==> src/hdl/tbc_pkg.sv <==
package tbc_pkg;

    localparam int RUN_COUNTER_WIDTH = 24;
    localparam int THRESHOLD_WIDTH   = 24;
    localparam int LIMIT_WIDTH       = 8;
    localparam int CFG_INDEX_WIDTH   = 1;
    localparam int QUEUE_DEPTH       = 4;
    localparam int QUEUE_AW          = 2;

    localparam logic [THRESHOLD_WIDTH-1:0] THRESHOLD_RESET = 24'd50000;
    localparam logic [LIMIT_WIDTH-1:0]     LIMIT_RESET     = 8'd150;
    localparam logic [3:0]                 LAST_BIT_INDEX  = 4'd7;

    localparam logic [CFG_INDEX_WIDTH-1:0] REG_STROBE_HIGH_THRESHOLD = 1'd0;
    localparam logic [CFG_INDEX_WIDTH-1:0] REG_ENTRY_LIMIT           = 1'd1;

    localparam logic [1:0] CLASS_LOW     = 2'd0;
    localparam logic [1:0] CLASS_RISING  = 2'd1;
    localparam logic [1:0] CLASS_FALLING = 2'd2;
    localparam logic [1:0] CLASS_HIGH    = 2'd3;

    // Results of one sample: an optional byte entry followed by an optional bit entry
    typedef struct packed {
        logic       has_byte;
        logic [7:0] byte_value;
        logic [7:0] byte_position;
        logic       halt;
        logic       has_bit;
        logic       bit_value;
        logic [7:0] bit_position;
    } job_t;

    typedef struct packed {
        logic push;
        logic pop;
    } queue_ctrl_t;

    typedef struct packed {
        logic full;
        logic empty;
    } queue_stat_t;

endpackage

==> src/hdl/tbc_if.sv <==
interface sample_if;
    logic valid;
    logic ready;
    logic strobe_level;
    logic clock_level;
    logic data_level;

    modport source (output valid, output strobe_level, output clock_level,
                    output data_level, input ready);
    modport sink (input valid, input strobe_level, input clock_level,
                  input data_level, output ready);
endinterface

interface entry_if;
    logic       valid;
    logic       ready;
    logic       entry_is_byte;
    logic [7:0] entry_value;
    logic [7:0] entry_position;
    logic       capture_ended;
    logic       last_of_run;

    modport source (output valid, output entry_is_byte, output entry_value,
                    output entry_position, output capture_ended, output last_of_run,
                    input ready);
    modport sink (input valid, input entry_is_byte, input entry_value,
                  input entry_position, input capture_ended, input last_of_run,
                  output ready);
endinterface

interface cfg_if;
    logic        valid;
    logic        ready;
    logic [0:0]  index;
    logic [23:0] data;

    modport source (output valid, output index, output data, input ready);
    modport sink (input valid, input index, input data, output ready);
endinterface

==> src/hdl/three_wire_bus_capture.sv <==
// Three-wire bus capture.
// samples: one strobe/clock/data sample per transfer, taken every cycle while
//   the front queue has room. The front tracks the strobe class and run,
//   arms on a long strobe high ending in a falling edge, and turns each
//   rising clock edge into a bit entry, with a byte entry ahead of it once a
//   full byte is shifted in, until the entry limit halts capture.
// entries: one entry per transfer; a sample can yield zero, one or two.
//   last_of_run marks the final entry of its sample.
// cfg: register writes (0: strobe high threshold, 1: entry limit), always
//   accepted; write only while the block is idle.
// Path: an entry passes through the job queue and the output register.
// Throughput: one sample per cycle while the queue has room; the output
//   register's one-entry-per-cycle drain, when the receiver is ready, sets
//   the sustained rate; a two-entry job waits at the queue head for both.
// Stall: a stalled receiver holds the entry; the four-job queue keeps
//   taking samples until it fills, then samples.ready drops.
// Reset: all tracking and capture state clears, registers return to
//   50000 and 150, and capture stays disarmed until the next long strobe.
module three_wire_bus_capture #(
    parameter int RUN_COUNTER_WIDTH = tbc_pkg::RUN_COUNTER_WIDTH
) (
    input  logic    clk,
    input  logic    rst_n,
    sample_if.sink  samples,
    entry_if.source entries,
    cfg_if.sink     cfg
);

    tbc_pkg::job_t        push_job;
    tbc_pkg::job_t        head_job;
    tbc_pkg::queue_ctrl_t q_ctrl;
    tbc_pkg::queue_stat_t q_stat;
    logic                 push;
    logic                 pop;

    assign q_ctrl.push = push;
    assign q_ctrl.pop  = pop;

    tbc_front #(
        .RUN_W (RUN_COUNTER_WIDTH)
    ) u_front (
        .clk     (clk),
        .rst_n   (rst_n),
        .samples (samples),
        .cfg     (cfg),
        .q_stat  (q_stat),
        .push    (push),
        .job     (push_job)
    );

    tbc_queue u_queue (
        .clk    (clk),
        .rst_n  (rst_n),
        .ctrl   (q_ctrl),
        .wr_job (push_job),
        .head   (head_job),
        .stat   (q_stat)
    );

    tbc_back u_back (
        .clk     (clk),
        .rst_n   (rst_n),
        .head    (head_job),
        .q_stat  (q_stat),
        .pop     (pop),
        .entries (entries)
    );

endmodule

==> src/hdl/tbc_front.sv <==
module tbc_front #(
    parameter int RUN_W = tbc_pkg::RUN_COUNTER_WIDTH
) (
    input  logic                clk,
    input  logic                rst_n,
    sample_if.sink              samples,
    cfg_if.sink                 cfg,
    input  tbc_pkg::queue_stat_t q_stat,
    output logic                push,
    output tbc_pkg::job_t       job
);

    localparam int CMP_W = (RUN_W > tbc_pkg::THRESHOLD_WIDTH) ? RUN_W
                                                              : tbc_pkg::THRESHOLD_WIDTH;

    logic [tbc_pkg::THRESHOLD_WIDTH-1:0] threshold_reg;
    logic [tbc_pkg::LIMIT_WIDTH-1:0]     limit_reg;
    logic             strobe_last_reg, clock_last_reg;
    logic [1:0]       class_reg, class_next;
    logic [RUN_W-1:0] run_reg, run_next;
    logic             armed_reg, armed_next;
    logic [3:0]       bit_cnt_reg, bit_cnt_next;
    logic [7:0]       shift_reg, shift_next;
    logic [7:0]       entry_cnt_reg, entry_cnt_next;
    logic             halted_reg, halted_next;

    logic       accept;
    logic       fire;
    logic       byte_due;
    logic       halt;
    logic [7:0] cnt_after_byte;
    logic [3:0] bc0;
    logic [7:0] sb0;
    logic [8:0] cnt_plus_one;

    assign cfg.ready     = 1'b1;
    assign samples.ready = !q_stat.full;
    assign accept        = samples.valid && samples.ready;

    always_ff @(posedge clk or negedge rst_n)
    begin
        if (!rst_n)
        begin
            threshold_reg <= tbc_pkg::THRESHOLD_RESET;
            limit_reg     <= tbc_pkg::LIMIT_RESET;
        end
        else if (cfg.valid)
        begin
            if (cfg.index == tbc_pkg::REG_STROBE_HIGH_THRESHOLD)
                threshold_reg <= cfg.data;
            else if (cfg.index == tbc_pkg::REG_ENTRY_LIMIT)
                limit_reg <= cfg.data[tbc_pkg::LIMIT_WIDTH-1:0];
        end
    end

    always_comb
    begin
        class_next = {strobe_last_reg, samples.strobe_level};
        if (class_next != class_reg)
            run_next = {{(RUN_W-1){1'b0}}, 1'b1};
        else if (!(&run_reg))
            run_next = run_reg + 1'b1;
        else
            run_next = run_reg;

        // arm on a falling strobe that ends a long enough run
        armed_next = armed_reg ||
                     ((CMP_W'(run_reg) > CMP_W'(threshold_reg)) &&
                      (class_next == tbc_pkg::CLASS_FALLING));

        fire         = armed_next && !halted_reg && !clock_last_reg && samples.clock_level;
        byte_due     = bit_cnt_reg > tbc_pkg::LAST_BIT_INDEX;
        cnt_plus_one = {1'b0, entry_cnt_reg} + 9'd1;
        halt         = cnt_plus_one > {1'b0, limit_reg};

        cnt_after_byte = entry_cnt_reg;
        bc0            = bit_cnt_reg;
        sb0            = shift_reg;
        halted_next    = halted_reg;
        bit_cnt_next   = bit_cnt_reg;
        shift_next     = shift_reg;
        entry_cnt_next = entry_cnt_reg;

        job.has_byte      = fire && byte_due;
        job.byte_value    = shift_reg;
        job.byte_position = entry_cnt_reg;
        job.halt          = halt;
        job.has_bit       = 1'b0;
        job.bit_value     = samples.data_level;
        job.bit_position  = entry_cnt_reg;

        if (fire)
        begin
            if (byte_due)
            begin
                cnt_after_byte = (&entry_cnt_reg) ? entry_cnt_reg : entry_cnt_reg + 8'd1;
                bc0            = 4'd0;
                sb0            = 8'd0;
            end
            if (byte_due && halt)
            begin
                // the halting byte stands alone: hold the shift state
                halted_next    = 1'b1;
                entry_cnt_next = cnt_after_byte;
            end
            else
            begin
                job.has_bit      = 1'b1;
                job.bit_position = cnt_after_byte;
                shift_next       = sb0 | (8'(samples.data_level) << bc0[2:0]);
                bit_cnt_next     = bc0 + 4'd1;
                entry_cnt_next   = (&cnt_after_byte) ? cnt_after_byte
                                                     : cnt_after_byte + 8'd1;
            end
        end
    end

    assign push = accept && fire;

    always_ff @(posedge clk or negedge rst_n)
    begin
        if (!rst_n)
        begin
            strobe_last_reg <= 1'b0;
            clock_last_reg  <= 1'b0;
            class_reg       <= tbc_pkg::CLASS_LOW;
            run_reg         <= '0;
            armed_reg       <= 1'b0;
            bit_cnt_reg     <= 4'd0;
            shift_reg       <= 8'd0;
            entry_cnt_reg   <= 8'd0;
            halted_reg      <= 1'b0;
        end
        else if (accept)
        begin
            strobe_last_reg <= samples.strobe_level;
            clock_last_reg  <= samples.clock_level;
            class_reg       <= class_next;
            run_reg         <= run_next;
            armed_reg       <= armed_next;
            bit_cnt_reg     <= bit_cnt_next;
            shift_reg       <= shift_next;
            entry_cnt_reg   <= entry_cnt_next;
            halted_reg      <= halted_next;
        end
    end

endmodule

==> src/hdl/tbc_queue.sv <==
module tbc_queue (
    input  logic                 clk,
    input  logic                 rst_n,
    input  tbc_pkg::queue_ctrl_t ctrl,
    input  tbc_pkg::job_t        wr_job,
    output tbc_pkg::job_t        head,
    output tbc_pkg::queue_stat_t stat
);

    tbc_pkg::job_t                 slot_reg [tbc_pkg::QUEUE_DEPTH];
    logic [tbc_pkg::QUEUE_AW-1:0]  wr_ptr_reg, rd_ptr_reg;
    logic [tbc_pkg::QUEUE_AW:0]    count_reg, count_next;

    assign stat.full  = count_reg == (tbc_pkg::QUEUE_AW+1)'(tbc_pkg::QUEUE_DEPTH);
    assign stat.empty = count_reg == '0;
    assign head       = slot_reg[rd_ptr_reg];

    always_comb
    begin
        count_next = count_reg;
        if (ctrl.push && !ctrl.pop)
            count_next = count_reg + 1'b1;
        else if (!ctrl.push && ctrl.pop)
            count_next = count_reg - 1'b1;
    end

    always_ff @(posedge clk)
    begin
        if (ctrl.push)
            slot_reg[wr_ptr_reg] <= wr_job;
    end

    always_ff @(posedge clk or negedge rst_n)
    begin
        if (!rst_n)
        begin
            wr_ptr_reg <= '0;
            rd_ptr_reg <= '0;
            count_reg  <= '0;
        end
        else
        begin
            if (ctrl.push)
                wr_ptr_reg <= wr_ptr_reg + 1'b1;
            if (ctrl.pop)
                rd_ptr_reg <= rd_ptr_reg + 1'b1;
            count_reg <= count_next;
        end
    end

endmodule

==> src/hdl/tbc_back.sv <==
module tbc_back (
    input  logic                 clk,
    input  logic                 rst_n,
    input  tbc_pkg::job_t        head,
    input  tbc_pkg::queue_stat_t q_stat,
    output logic                 pop,
    entry_if.source              entries
);

    logic       valid_reg;
    logic       phase_reg, phase_next;
    logic       load;
    logic       emit_byte;
    logic       is_byte_reg, is_byte_next;
    logic [7:0] value_reg, value_next;
    logic [7:0] pos_reg, pos_next;
    logic       ended_reg, ended_next;
    logic       last_reg, last_next;

    assign load      = !q_stat.empty && (!valid_reg || entries.ready);
    assign emit_byte = head.has_byte && !phase_reg;

    always_comb
    begin
        if (emit_byte)
        begin
            is_byte_next = 1'b1;
            value_next   = head.byte_value;
            pos_next     = head.byte_position;
            ended_next   = head.halt;
            last_next    = !head.has_bit;
        end
        else
        begin
            is_byte_next = 1'b0;
            value_next   = 8'(head.bit_value);
            pos_next     = head.bit_position;
            ended_next   = 1'b0;
            last_next    = 1'b1;
        end
        // stay on this job while its bit entry is still to go
        phase_next = emit_byte && head.has_bit;
        pop        = load && !phase_next;
    end

    always_ff @(posedge clk or negedge rst_n)
    begin
        if (!rst_n)
        begin
            valid_reg <= 1'b0;
            phase_reg <= 1'b0;
        end
        else
        begin
            if (load)
            begin
                valid_reg <= 1'b1;
                phase_reg <= phase_next;
            end
            else if (entries.ready)
                valid_reg <= 1'b0;
        end
    end

    always_ff @(posedge clk)
    begin
        if (load)
        begin
            is_byte_reg <= is_byte_next;
            value_reg   <= value_next;
            pos_reg     <= pos_next;
            ended_reg   <= ended_next;
            last_reg    <= last_next;
        end
    end

    assign entries.valid          = valid_reg;
    assign entries.entry_is_byte  = is_byte_reg;
    assign entries.entry_value    = value_reg;
    assign entries.entry_position = pos_reg;
    assign entries.capture_ended  = ended_reg;
    assign entries.last_of_run    = last_reg;

endmodule
==> src/flat_wrapper.sv <==
// flat-port wrapper written by rule: the top's interface ports become plain ports
module three_wire_bus_capture_flat 
#(
    parameter int RUN_COUNTER_WIDTH = tbc_pkg::RUN_COUNTER_WIDTH
)
  (clk, rst_n, samples_valid, samples_strobe_level, samples_clock_level, samples_data_level, samples_ready, entries_valid, entries_entry_is_byte, entries_entry_value, entries_entry_position, entries_capture_ended, entries_last_of_run, entries_ready, cfg_valid, cfg_index, cfg_data, cfg_ready);
  sample_if samples_i ();
  entry_if entries_i ();
  cfg_if cfg_i ();
  input  logic clk;
  input  logic rst_n;
  input wire logic [$bits(samples_i.valid)-1:0] samples_valid;
  input wire logic [$bits(samples_i.strobe_level)-1:0] samples_strobe_level;
  input wire logic [$bits(samples_i.clock_level)-1:0] samples_clock_level;
  input wire logic [$bits(samples_i.data_level)-1:0] samples_data_level;
  output wire logic [$bits(samples_i.ready)-1:0] samples_ready;
  output wire logic [$bits(entries_i.valid)-1:0] entries_valid;
  output wire logic [$bits(entries_i.entry_is_byte)-1:0] entries_entry_is_byte;
  output wire logic [$bits(entries_i.entry_value)-1:0] entries_entry_value;
  output wire logic [$bits(entries_i.entry_position)-1:0] entries_entry_position;
  output wire logic [$bits(entries_i.capture_ended)-1:0] entries_capture_ended;
  output wire logic [$bits(entries_i.last_of_run)-1:0] entries_last_of_run;
  input wire logic [$bits(entries_i.ready)-1:0] entries_ready;
  input wire logic [$bits(cfg_i.valid)-1:0] cfg_valid;
  input wire logic [$bits(cfg_i.index)-1:0] cfg_index;
  input wire logic [$bits(cfg_i.data)-1:0] cfg_data;
  output wire logic [$bits(cfg_i.ready)-1:0] cfg_ready;
  assign samples_i.valid = samples_valid;
  assign samples_i.strobe_level = samples_strobe_level;
  assign samples_i.clock_level = samples_clock_level;
  assign samples_i.data_level = samples_data_level;
  assign samples_ready = samples_i.ready;
  assign entries_valid = entries_i.valid;
  assign entries_entry_is_byte = entries_i.entry_is_byte;
  assign entries_entry_value = entries_i.entry_value;
  assign entries_entry_position = entries_i.entry_position;
  assign entries_capture_ended = entries_i.capture_ended;
  assign entries_last_of_run = entries_i.last_of_run;
  assign entries_i.ready = entries_ready;
  assign cfg_i.valid = cfg_valid;
  assign cfg_i.index = cfg_index;
  assign cfg_i.data = cfg_data;
  assign cfg_ready = cfg_i.ready;
  three_wire_bus_capture #(.RUN_COUNTER_WIDTH(RUN_COUNTER_WIDTH)) u_core (.clk(clk), .rst_n(rst_n), .samples(samples_i), .entries(entries_i), .cfg(cfg_i));
endmodule
==> config.mk <==
export PLATFORM = sky130hd
export DESIGN_NAME = three_wire_bus_capture_flat
export DESIGN_NICKNAME = d
export VERILOG_FILES = /design/src/hdl/tbc_pkg.sv /design/src/hdl/tbc_if.sv /design/src/hdl/three_wire_bus_capture.sv /design/src/hdl/tbc_front.sv /design/src/hdl/tbc_queue.sv /design/src/hdl/tbc_back.sv /design/src/flat_wrapper.sv
export SDC_FILE = /design/constraint.sdc
export NUM_CORES = 1
export LEC_CHECK = 0
export BUFFER_PORTS_ARGS = -buffer_cell sky130_fd_sc_hd__buf_4
export CELL_PAD_IN_SITES_DETAIL_PLACEMENT = 0
export CELL_PAD_IN_SITES_GLOBAL_PLACEMENT = 1
export CORE_ASPECT_RATIO = 1.75
export CORE_MARGIN = 2
export CORE_UTILIZATION = 50
export DETAILED_ROUTE_END_ITERATION = 16
export PLACE_DENSITY = 0.85
export SETUP_SLACK_MARGIN = 0.3
export SLEW_MARGIN = 25
export SYNTH_ARGS = -nofsm -noshare
export SYNTH_HDL_FRONTEND = slang
export SYNTH_SLANG_ARGS = --single-unit
==> constraint.sdc <==
create_clock -name clk -period 10.2 [get_ports clk]
set_input_delay 0 -clock clk [delete_from_list [all_inputs] [get_ports clk]]
set_output_delay 0 -clock clk [all_outputs]
set_load 0.01 [all_outputs]
==> impl_metrics.yaml, run 1 <==
synth:
  netlist_area_sq_um: 10300
  synth_edf_count: 131
  synthCells: 779
  yosys_warnings: 0
  syn_nets: 855
  ys_seq_elements: 221
  ys_seq_area_frac: 0.600
  syn_avg_cell_area_sq_um: 13.3
  ys_async_sr_fraction: 0.407
  synth_ff_type: "edfxtp_1"
  synth_cell_type_count: 70
timing:
  rsz0062_at_grt: "no"
  setup_viol: 0
  tns_ns: 0
  fin_worst_skew_ns: 0.0107
  fin_crit_ns: 4.29
  drv_slew: 0
  worstMarginPinSlew_ns: 1.12
  post-route-worst-setup-slack_ns: 5.91
  timing.slew.headroom: 0.244
  fmax_mhz: 233
  finalHoldViolations: 0
  timing.final.crit_share: 0.420
  hold_slack_ns: 0.0544
clock_network:
  clk_pin_slew_ns: 0.07
  htree_levels: 1
  cts.repair.resized: 0
  cts_buffer_depth: 3
  insertion_delay_ns: 0.50
  cts.sinks: 221
  cts_tree: "done"
  cts-buffers-inserted: 20
  cts_root_buf: "clkbuf_16"
global_routing:
  antenna_found_initial: 0
  track_usage: 0.194
  grt_max_degree: 79
  grt_pass1_wl_um: 33900
  grt-ovfl-total: 0
  grt_pass1_vias: 6700
worst_hold_path:
  hold_class: "in -> reg"
  worstHoldEndpoint: "u_core.u_front.threshold_reg[6]"
  min-delay-start: "cfg_index"
  min_delay_path_depth: 5
placed_design:
  dp.cells: 1063
  port_buffers: 53
  place_congestion: 0.854
  dp_hpwl_um: 14200
  placed_area_sq_um: 11000
  pre_cts_slack_ns: 5.92
critical_path:
  criticalPathCategory: "reg -> reg"
  r2r_slack_ns: 5.91
  required_ns: 10.58
  cp-start-kind: "flip-flop"
  r2r_cells: 12
  cp.arrival_ns: 4.67
  worstReg2RegEnd: "u_core.u_front.bit_cnt_reg[1]"
  path_max_fanout: 14
  r2r-start: "u_core.u_front.entry_cnt_reg[0]"
  crit_path_end_kind: "flip-flop"
route:
  routedWlPerCell_um: 18.3
  drt_iter0_markers: 272
  vias: 6333
  drc: 0
  drt-pass1-iter-count: 4
  viasPerCell: 5.60
  wl_um: 20600
  detail-route-antenna-nets: 0
power:
  peakVddDrop_mv: 0.232
  total_power_mw: 2.83
  power_leakage_nw: 4.81
  power_density_nw_per_um2: 235
floorplan:
  die-width_um: 113
  start_util: 0.509
  coreArea_sq_um: 20300
  die-area_sq_um: 21900
  pin_count: 55
  std_cell_rows: 69
  die_h_um: 194
cells_and_area:
  fin_nets: 944
  area_growth_pct: 16.1
  multiInputGateArea_sq_um: 3800
  n_fill_cell: 1556
  stdcell_count: 1130
  stdcell_area_sq_um: 12000
  drive_gt1_frac: 0.219
  largest_reg_flops: 112
  fin_util: 0.592
  seqCellArea_sq_um: 6200
  num_antenna_cells: 0
flow_run:
  drv_cap: 0
status:
  status: "finished, final reports clean"
## layer usage
metal / wire [um] / GRT usage
met1: 7480 / 0.210
met2: 11900 / 0.380
met3: 583 / 0.0209
met4: 655 / 0.0705
met5: 0 / 0
## worst max-delay path, cell delays in order (launching register included)
cell and delay (ns):
dfrtp_1 0.63, ha_1 0.55, and4_4 0.33, nand2_1 0.07, xnor2_1 0.16, ha_1 0.32
a211oi_1 0.19, o21ai_0 0.17, nand2b_1 0.20, o21ai_1 0.40, nand3_2 0.39, nor2_2 0.41
mux2_1 0.35
## area by class of cell
class / instances / area share
Sequential cell: 221 / 0.516
Multi-Input combinational cell: 477 / 0.317
Timing Repair Buffer: 94 / 0.0656
Clock buffer: 24 / 0.0473
Tap cell: 248 / 0.0259
Inverter: 54 / 0.0169
Clock inverter: 12 / 0.0109
## Yosys cell counts (all sizes together) (16+ instances only)
library cell,count,area share
dfrtp,80,0.19
ha,42,0.051
xor2,21,0.018
nand4,18,0.011
edfxtp,131,0.38
buf,16,0.0094
inv,53,0.019
mux2,37,0.042
mux4,28,0.061
nor2,56,0.021
a21oi,27,0.013
o21ai,46,0.023
nand3,21,0.012
nand2,68,0.027
xnor2,20,0.017
## kinds of logic (layout without fill, tap and decap cells)
logic type | Yosys count | after routing | synth area share
XOR/XNOR | 41 | 41 | 0.0347
buffers and inverters | 81 | 184 | 0.0332
adder cells (fa/ha/maj) | 43 | 43 | 0.0528
AND/OR/NAND/NOR | 220 | 220 | 0.110
AO/OA/AOI/OAI | 103 | 103 | 0.0628
other | 1 | 1 | 0.000363
multiplexers | 69 | 69 | 0.107
flip-flops | 221 | 221 | 0.600
## placed cells by master, fill, tap and decap left out, drive strengths merged, types with 20 or more instances in the layout
cell type,count
dfrtp,80
edfxtp,131
nand2,68
ha,42
nor2,56
inv,57
buf,63
mux4,28
nand3,21
mux2,37
xor2,21
dlygate4sd3,31
o21ai,46
a21oi,27
clkbuf,24
xnor2,20
## report_power, final
| group | internal (mW) | switching, mW | total, mW |
|---|---|---|---|
| combinational | 0.374 | 0.415 | 0.789 |
| clock | 0.455 | 0.337 | 0.793 |
| sequential | 1.13 | 0.111 | 1.24 |
## worst max-delay path by stage
stage | from | endpoint | slack, ns | depth (start not counted)
floorplan | u_core.u_front.threshold_reg[9] | u_core.u_queue.count_reg[1] | 6.92 | 13
global placement | u_core.u_front.entry_cnt_reg[0] | u_core.u_front.bit_cnt_reg[1] | 5.98 | 12
detailed placement | u_core.u_front.entry_cnt_reg[0] | u_core.u_front.bit_cnt_reg[1] | 5.92 | 12
CTS | u_core.u_front.entry_cnt_reg[0] | u_core.u_front.bit_cnt_reg[1] | 5.89 | 12
global route | u_core.u_front.entry_cnt_reg[0] | u_core.u_front.bit_cnt_reg[1] | 5.57 | 12
finish | u_core.u_front.entry_cnt_reg[0] | u_core.u_front.bit_cnt_reg[1] | 5.91 | 12
## repair_timing
item	in CTS	in global routing
hold buffers	31	0
endpoints found under the hold margin	77	0
buffers inserted	0	0
Note: power is estimated with default switching activity, not from simulation.
==> run 2: changes to the inputs <==
--- a/config.mk
+++ b/config.mk
@@ -10,9 +10,9 @@
 export CELL_PAD_IN_SITES_GLOBAL_PLACEMENT = 1
 export CORE_ASPECT_RATIO = 1.75
 export CORE_MARGIN = 2
-export CORE_UTILIZATION = 50
+export CORE_UTILIZATION = 46
 export DETAILED_ROUTE_END_ITERATION = 16
-export PLACE_DENSITY = 0.85
+export PLACE_DENSITY = 0.82
 export SETUP_SLACK_MARGIN = 0.3
 export SLEW_MARGIN = 25
 export SYNTH_ARGS = -nofsm -noshare
==> constraint.sdc (replaced) <==
create_clock -name clk -period 3.6 [get_ports clk]
set_input_delay 0 -clock clk [delete_from_list [all_inputs] [get_ports clk]]
set_output_delay 0 -clock clk [all_outputs]
set_load 0.01 [all_outputs]
==> impl_metrics.yaml, run 2 (same netlist as run 1, synthesis figures left out) <==
critical_path:
  cp_cell_sequence: "ha_1, nor2b_1, o211a_1, o311a_1, or4_4, nand2_4, nor2_2, ha_2, inv_1, fa_1, mux2_2"
  cp-start-kind: "flip-flop"
  criticalPathCategory: "reg -> reg"
  critical_path.max_stage_delay_ns: 0.55
  crit_slowest_cell: "or4_4"
  required_ns: 4.00
  crit_path_end_kind: "flip-flop"
  path_max_fanout: 5
  cp.arrival_ns: 3.56
worst_hold_path:
  hold_class: "in -> reg"
route:
  detail-route-antenna-nets: 0
  viasPerCell: 5.27
  drc: 0
  drt_iter0_markers: 211
  vias: 6375
  wl_um: 21200
  routedWlPerCell_um: 17.6
  drt-pass1-iter-count: 6
clock_network:
  cts-buffers-inserted: 21
  htree_levels: 1
  clk_pin_slew_ns: 0.07
  insertion_delay_ns: 0.51
  cts_root_buf: "clkbuf_16"
  cts.sinks: 221
  cts_buffer_depth: 3
  cts_tree: "done"
timing:
  post-route-worst-setup-slack_ns: 0.437
  rsz0062_at_grt: "no"
  timing.slew.headroom: 0.434
  fin_worst_skew_ns: 0.0163
  finalHoldViolations: 0
  fmax_mhz: 316
  setup_viol: 0
  drv_slew: 0
  tns_ns: 0
  timing.final.crit_share: 0.878
  fin_crit_ns: 3.16
  worstMarginPinSlew_ns: 0.849
power:
  peakVddDrop_mv: 0.371
  total_power_mw: 7.92
  power_leakage_nw: 4.90
  power_density_nw_per_um2: 644
global_routing:
  grt_pass1_vias: 6816
  grt_pass1_wl_um: 35100
  grt_max_degree: 63
  antenna_found_initial: 0
  grt-ovfl-total: 0
  track_usage: 0.186
floorplan:
  coreArea_sq_um: 22100
  pin_count: 55
  die-width_um: 117
  die_h_um: 202
  start_util: 0.468
  std_cell_rows: 72
  die-area_sq_um: 23700
cells_and_area:
  mostFrequentLayoutCell: "edfxtp_1"
  final_cell_mix: "edfxtp_1 (131), buf_4 (81), dfrtp_1 (78)"
  num_antenna_cells: 0
  area_growth_pct: 19.1
  largest_reg_flops: 112
  fin_nets: 976
  drive_gt1_frac: 0.245
status:
  status: "finished, final reports clean"
placed_design:
  dp_hpwl_um: 14800
  port_buffers: 53
  pre_cts_slack_ns: 0.195
  place_congestion: 0.959
flow_run:
  drv_cap: 0
==> run 2: worst max-delay path, delay by kind of cell, from the launching register on <==
kind / cells / cell delay, ns
flip-flops: 1 / 0.44
buffers and inverters: 1 / 0.06
AND/OR/NAND/NOR: 4 / 0.83
AO/OA/AOI/OAI: 2 / 0.55
multiplexers: 1 / 0.26
adder cells (fa/ha/maj): 3 / 0.91
==> run 2: worst paths after layout <==
kind / end / slack [ns] / from / cells after the start
worst max register to register: u_core.u_queue.count_reg[1] / 0.44 / u_core.u_front.run_reg[1] / 11
worst min-delay path: u_core.u_front.threshold_reg[3] / 0.02 / cfg_valid / 3
min in group asynchronous: u_core.u_back.entries.valid / 0.13 / rst_n / 2
max in group asynchronous: u_core.u_front.threshold_reg[9] / 2.49 / rst_n / 3
worst min register to register: u_core.u_front.halted_reg / 0.47 / u_core.u_front.halted_reg / 1
worst max-delay path: u_core.u_queue.count_reg[1] / 0.44 / u_core.u_front.run_reg[1] / 11
==> run 2: layout make-up <==
cell class	instances	area [sq um]
multi-input combinational	477	3870
fill	1801	9760
sequential	221	6200
clock inverter	12	65.1
clock buffer	25	541
inverter	54	203
tap	296	370
timing repair buffer	125	1050
==> run 2: metrics by stage <==
step	area, sq um	hold WS [ns]	utilization	instances
2_1_floorplan	10300	-0.296	-	779
3_3_place_gp	11200	0.147	0.506	1128
3_5_place_dp	11200	0.162	0.506	1128
4_1_cts	12200	0.0154	0.553	1205
5_1_grt	12300	0.0287	0.558	1210
6_report	12300	0.0224	0.558	1210
==> run 2: layer usage <==
layer  part of all wire  GRT usage  up-vias  wire (um)
met5                  0          0        -          0
met4              0.031     0.0749        0        652
met3              0.029     0.0217       46        625
met2               0.58      0.370      123      12400
met1               0.36      0.194     3137       7590
li1                   -          -     3069          -
==> run 2: timing repair <==
item                                    in CTS  in global routing
endpoints found under the setup margin      65                160
resized for setup                            6                 19
endpoints found under the hold margin       99                  0
setup buffers                                0                  5
hold buffers                                40                  0
cloned                                       0                  0
pin swaps                                    0                  6
==> run 2: power by group <==
part / internal [mW] / switching, mW
combinational: 1.18 / 1.31
clock: 1.08 / 0.922
sequential: 3.21 / 0.224
==> run 3: changes to the inputs <==
--- a/config.mk
+++ b/config.mk
@@ -17,4 +17,5 @@
 export SLEW_MARGIN = 25
 export SYNTH_ARGS = -nofsm -noshare
 export SYNTH_HDL_FRONTEND = slang
+export SYNTH_HIERARCHICAL = 1
 export SYNTH_SLANG_ARGS = --single-unit
==> impl_metrics.yaml, run 3 <==
cells_and_area:
  mostFrequentLayoutCell: "edfxtp_1"
  final_cell_mix: "edfxtp_1 (131), buf_4 (87), dfrtp_1 (78)"
  largest_reg_flops: 112
  drive_gt1_frac: 0.243
  area_growth_pct: 19.3
  fin_nets: 976
  num_antenna_cells: 0
  fin_util: 0.558
synth:
  netlist_area_sq_um: 10300
  synth.most_common_cell: "edfxtp_1"
  yosys_warnings: 6
  synthCells: 783
  synth_top_area_cell: "edfxtp_1"
  synth_area_leaders: "edfxtp_1 (38%), dfrtp_1 (19%), mux4_2 (6.1%), ha_1 (5.1%), mux2_2 (2.7%)"
  ys_seq_area_frac: 0.600
  synth_top_area_share: 0.381
  synthTopCellsByCount: "edfxtp_1 (131), dfrtp_1 (80), nand2_1 (74)"
  syn_nets: 859
  synth_edf_count: 131
  synth_cell_type_count: 75
  ys_seq_elements: 221
  syn_avg_cell_area_sq_um: 13.2
  synth_ff_type: "edfxtp_1"
  ys_async_sr_fraction: 0.407
floorplan:
  std_cell_rows: 72
  pin_count: 55
  die_h_um: 202
  start_util: 0.468
  die-width_um: 117
  coreArea_sq_um: 22100
  die-area_sq_um: 23700
timing:
  setup_viol: 0
  rsz0062_at_grt: "no"
  fin_worst_skew_ns: 0.00827
  finalHoldViolations: 0
  timing.slew.headroom: 0.540
  timing.final.crit_share: 0.862
  drv_slew: 0
  worstMarginPinSlew_ns: 0.689
  tns_ns: 0
  fmax_mhz: 322
  fin_crit_ns: 3.10
flow_run:
  drv_cap: 0
clock_network:
  cts_root_buf: "clkbuf_16"
  cts_buffer_depth: 3
  htree_levels: 1
  cts-buffers-inserted: 21
  cts_tree: "done"
  insertion_delay_ns: 0.49
  clk_pin_slew_ns: 0.07
  cts.sinks: 221
global_routing:
  grt_max_degree: 73
  track_usage: 0.192
  antenna_found_initial: 0
  grt_pass1_vias: 6810
  grt_pass1_wl_um: 35200
  grt-ovfl-total: 0
critical_path:
  cp-start-kind: "flip-flop"
  path_max_fanout: 8
  criticalPathCategory: "reg -> reg"
  cp.arrival_ns: 3.52
  required_ns: 4.02
  crit_path_end_kind: "flip-flop"
route:
  detail-route-antenna-nets: 0
  wl_um: 21700
  routedWlPerCell_um: 18.0
  drt-pass1-iter-count: 5
  drc: 0
  drt_iter0_markers: 265
  viasPerCell: 5.42
  vias: 6560
placed_design:
  dp_hpwl_um: 15300
  port_buffers: 53
  place_congestion: 0.890
worst_hold_path:
  hold_class: "in -> reg"
power:
  power_leakage_nw: 4.86
  peakVddDrop_mv: 0.391
  power_density_nw_per_um2: 529
  total_power_mw: 6.51
status:
  status: "finished, final reports clean"
-- run 3: changes by cell type in the layout (fill, tap and decap cells not counted), moves of 5 or more --
| cell | before | now |
|---|---|---|
| nor2_1 | 53 | 44 |
| and3_1 | 12 | 5 |
| buf_4 | 81 | 87 |
| mux2_2 | 30 | 25 |
| xnor2_1 | 20 | 12 |
| o21ai_0 | 38 | 51 |
| nand2_1 | 64 | 73 |
| and2_2 | 0 | 8 |
| nor3b_1 | 0 | 5 |
| a21oi_1 | 25 | 17 |
| dlygate4sd3_1 | 40 | 32 |
| xor2_1 | 21 | 26 |
-- run 3: kinds of logic (layout without fill, tap and decap cells) --
group,Yosys count,count (layout),synth area share
compound gates,118,118,0.0720
xor+xnor,38,38,0.0322
fa+ha+maj,43,43,0.0528
buf+inv,79,210,0.0371
flops,221,221,0.600
mux,57,57,0.0922
other cells,1,1,0.000363
simple gates,226,226,0.113
-- run 3: metrics by stage --
stage          std cells  hold slack (ns)  instance area (sq um)  setup slack, ns
2_1_floorplan        783           -0.296                  10300            0.372
3_3_place_gp        1138            0.197                  11200            0.326
3_5_place_dp        1138            0.205                  11200            0.225
4_1_cts             1207           0.0468                  12200            0.308
5_1_grt             1210            0.105                  12300            0.252
6_report            1210           0.0595                  12300            0.497
-- run 3: area by class of cell --
class / count / area [sq um]
Fill cell: 1818 / 9760
Sequential cell: 221 / 6200
Multi-Input combinational cell: 483 / 3800
Timing Repair Buffer: 124 / 1060
Clock buffer: 25 / 563
Tap cell: 296 / 370
Inverter: 49 / 184
Clock inverter: 12 / 124
-- run 3: per-layer routing --
metal / vias to the layer above / global-route usage / wire length, um
li1: 3096 / - / -
met1: 3264 / 0.202 / 7420
met2: 153 / 0.369 / 12700
met3: 47 / 0.0243 / 765
met4: 0 / 0.0777 / 880
met5: - / 0 / 0
-- run 3: power by group --
part	internal, mW	switching (mW)
registers	2.91	0.149
logic	0.618	0.616
clock network	1.27	0.939
-- run 3: worst max-delay path: stages, from the launching register on --
cell	delay, ns
dfrtp_1	0.41
ha_4	0.21
buf_4	0.16
nand4_2	0.16
o21ai_1	0.18
buf_4	0.18
nand2_1	0.06
nand2_1	0.11
ha_1	0.17
inv_1	0.09
nor2_1	0.17
o21ai_2	0.11
buf_4	0.17
or4_1	0.53
a21oi_2	0.18
xor2_1	0.15
-- run 3: path summary, 6_finish.rpt --
| check | start | end | slack [ns] | cells past startpoint |
|---|---|---|---|---|
| setup / recovery | u_core/u_front/entry_cnt_reg[1] | u_core/u_front/entry_cnt_reg[4] | 0.50 | 15 |
| hold / removal | cfg_index | u_core/u_front/threshold_reg[6] | 0.06 | 5 |
| setup reg to reg | u_core/u_front/entry_cnt_reg[1] | u_core/u_front/entry_cnt_reg[4] | 0.50 | 15 |
| hold reg to reg | u_core/u_front/halted_reg | u_core/u_front/halted_reg | 0.46 | 1 |
| max in group asynchronous | rst_n | u_core/u_front/threshold_reg[14] | 2.71 | 3 |
| min in group asynchronous | rst_n | u_core/u_front/threshold_reg[21] | 0.08 | 2 |
-- run 3: timing repair --
item                       CTS  global route
setup buffers                0             3
resized for setup            2            14
pin swaps                    0             5
setup endpoints to repair   31           161
hold buffers                32             0
hold endpoints to repair   108             0
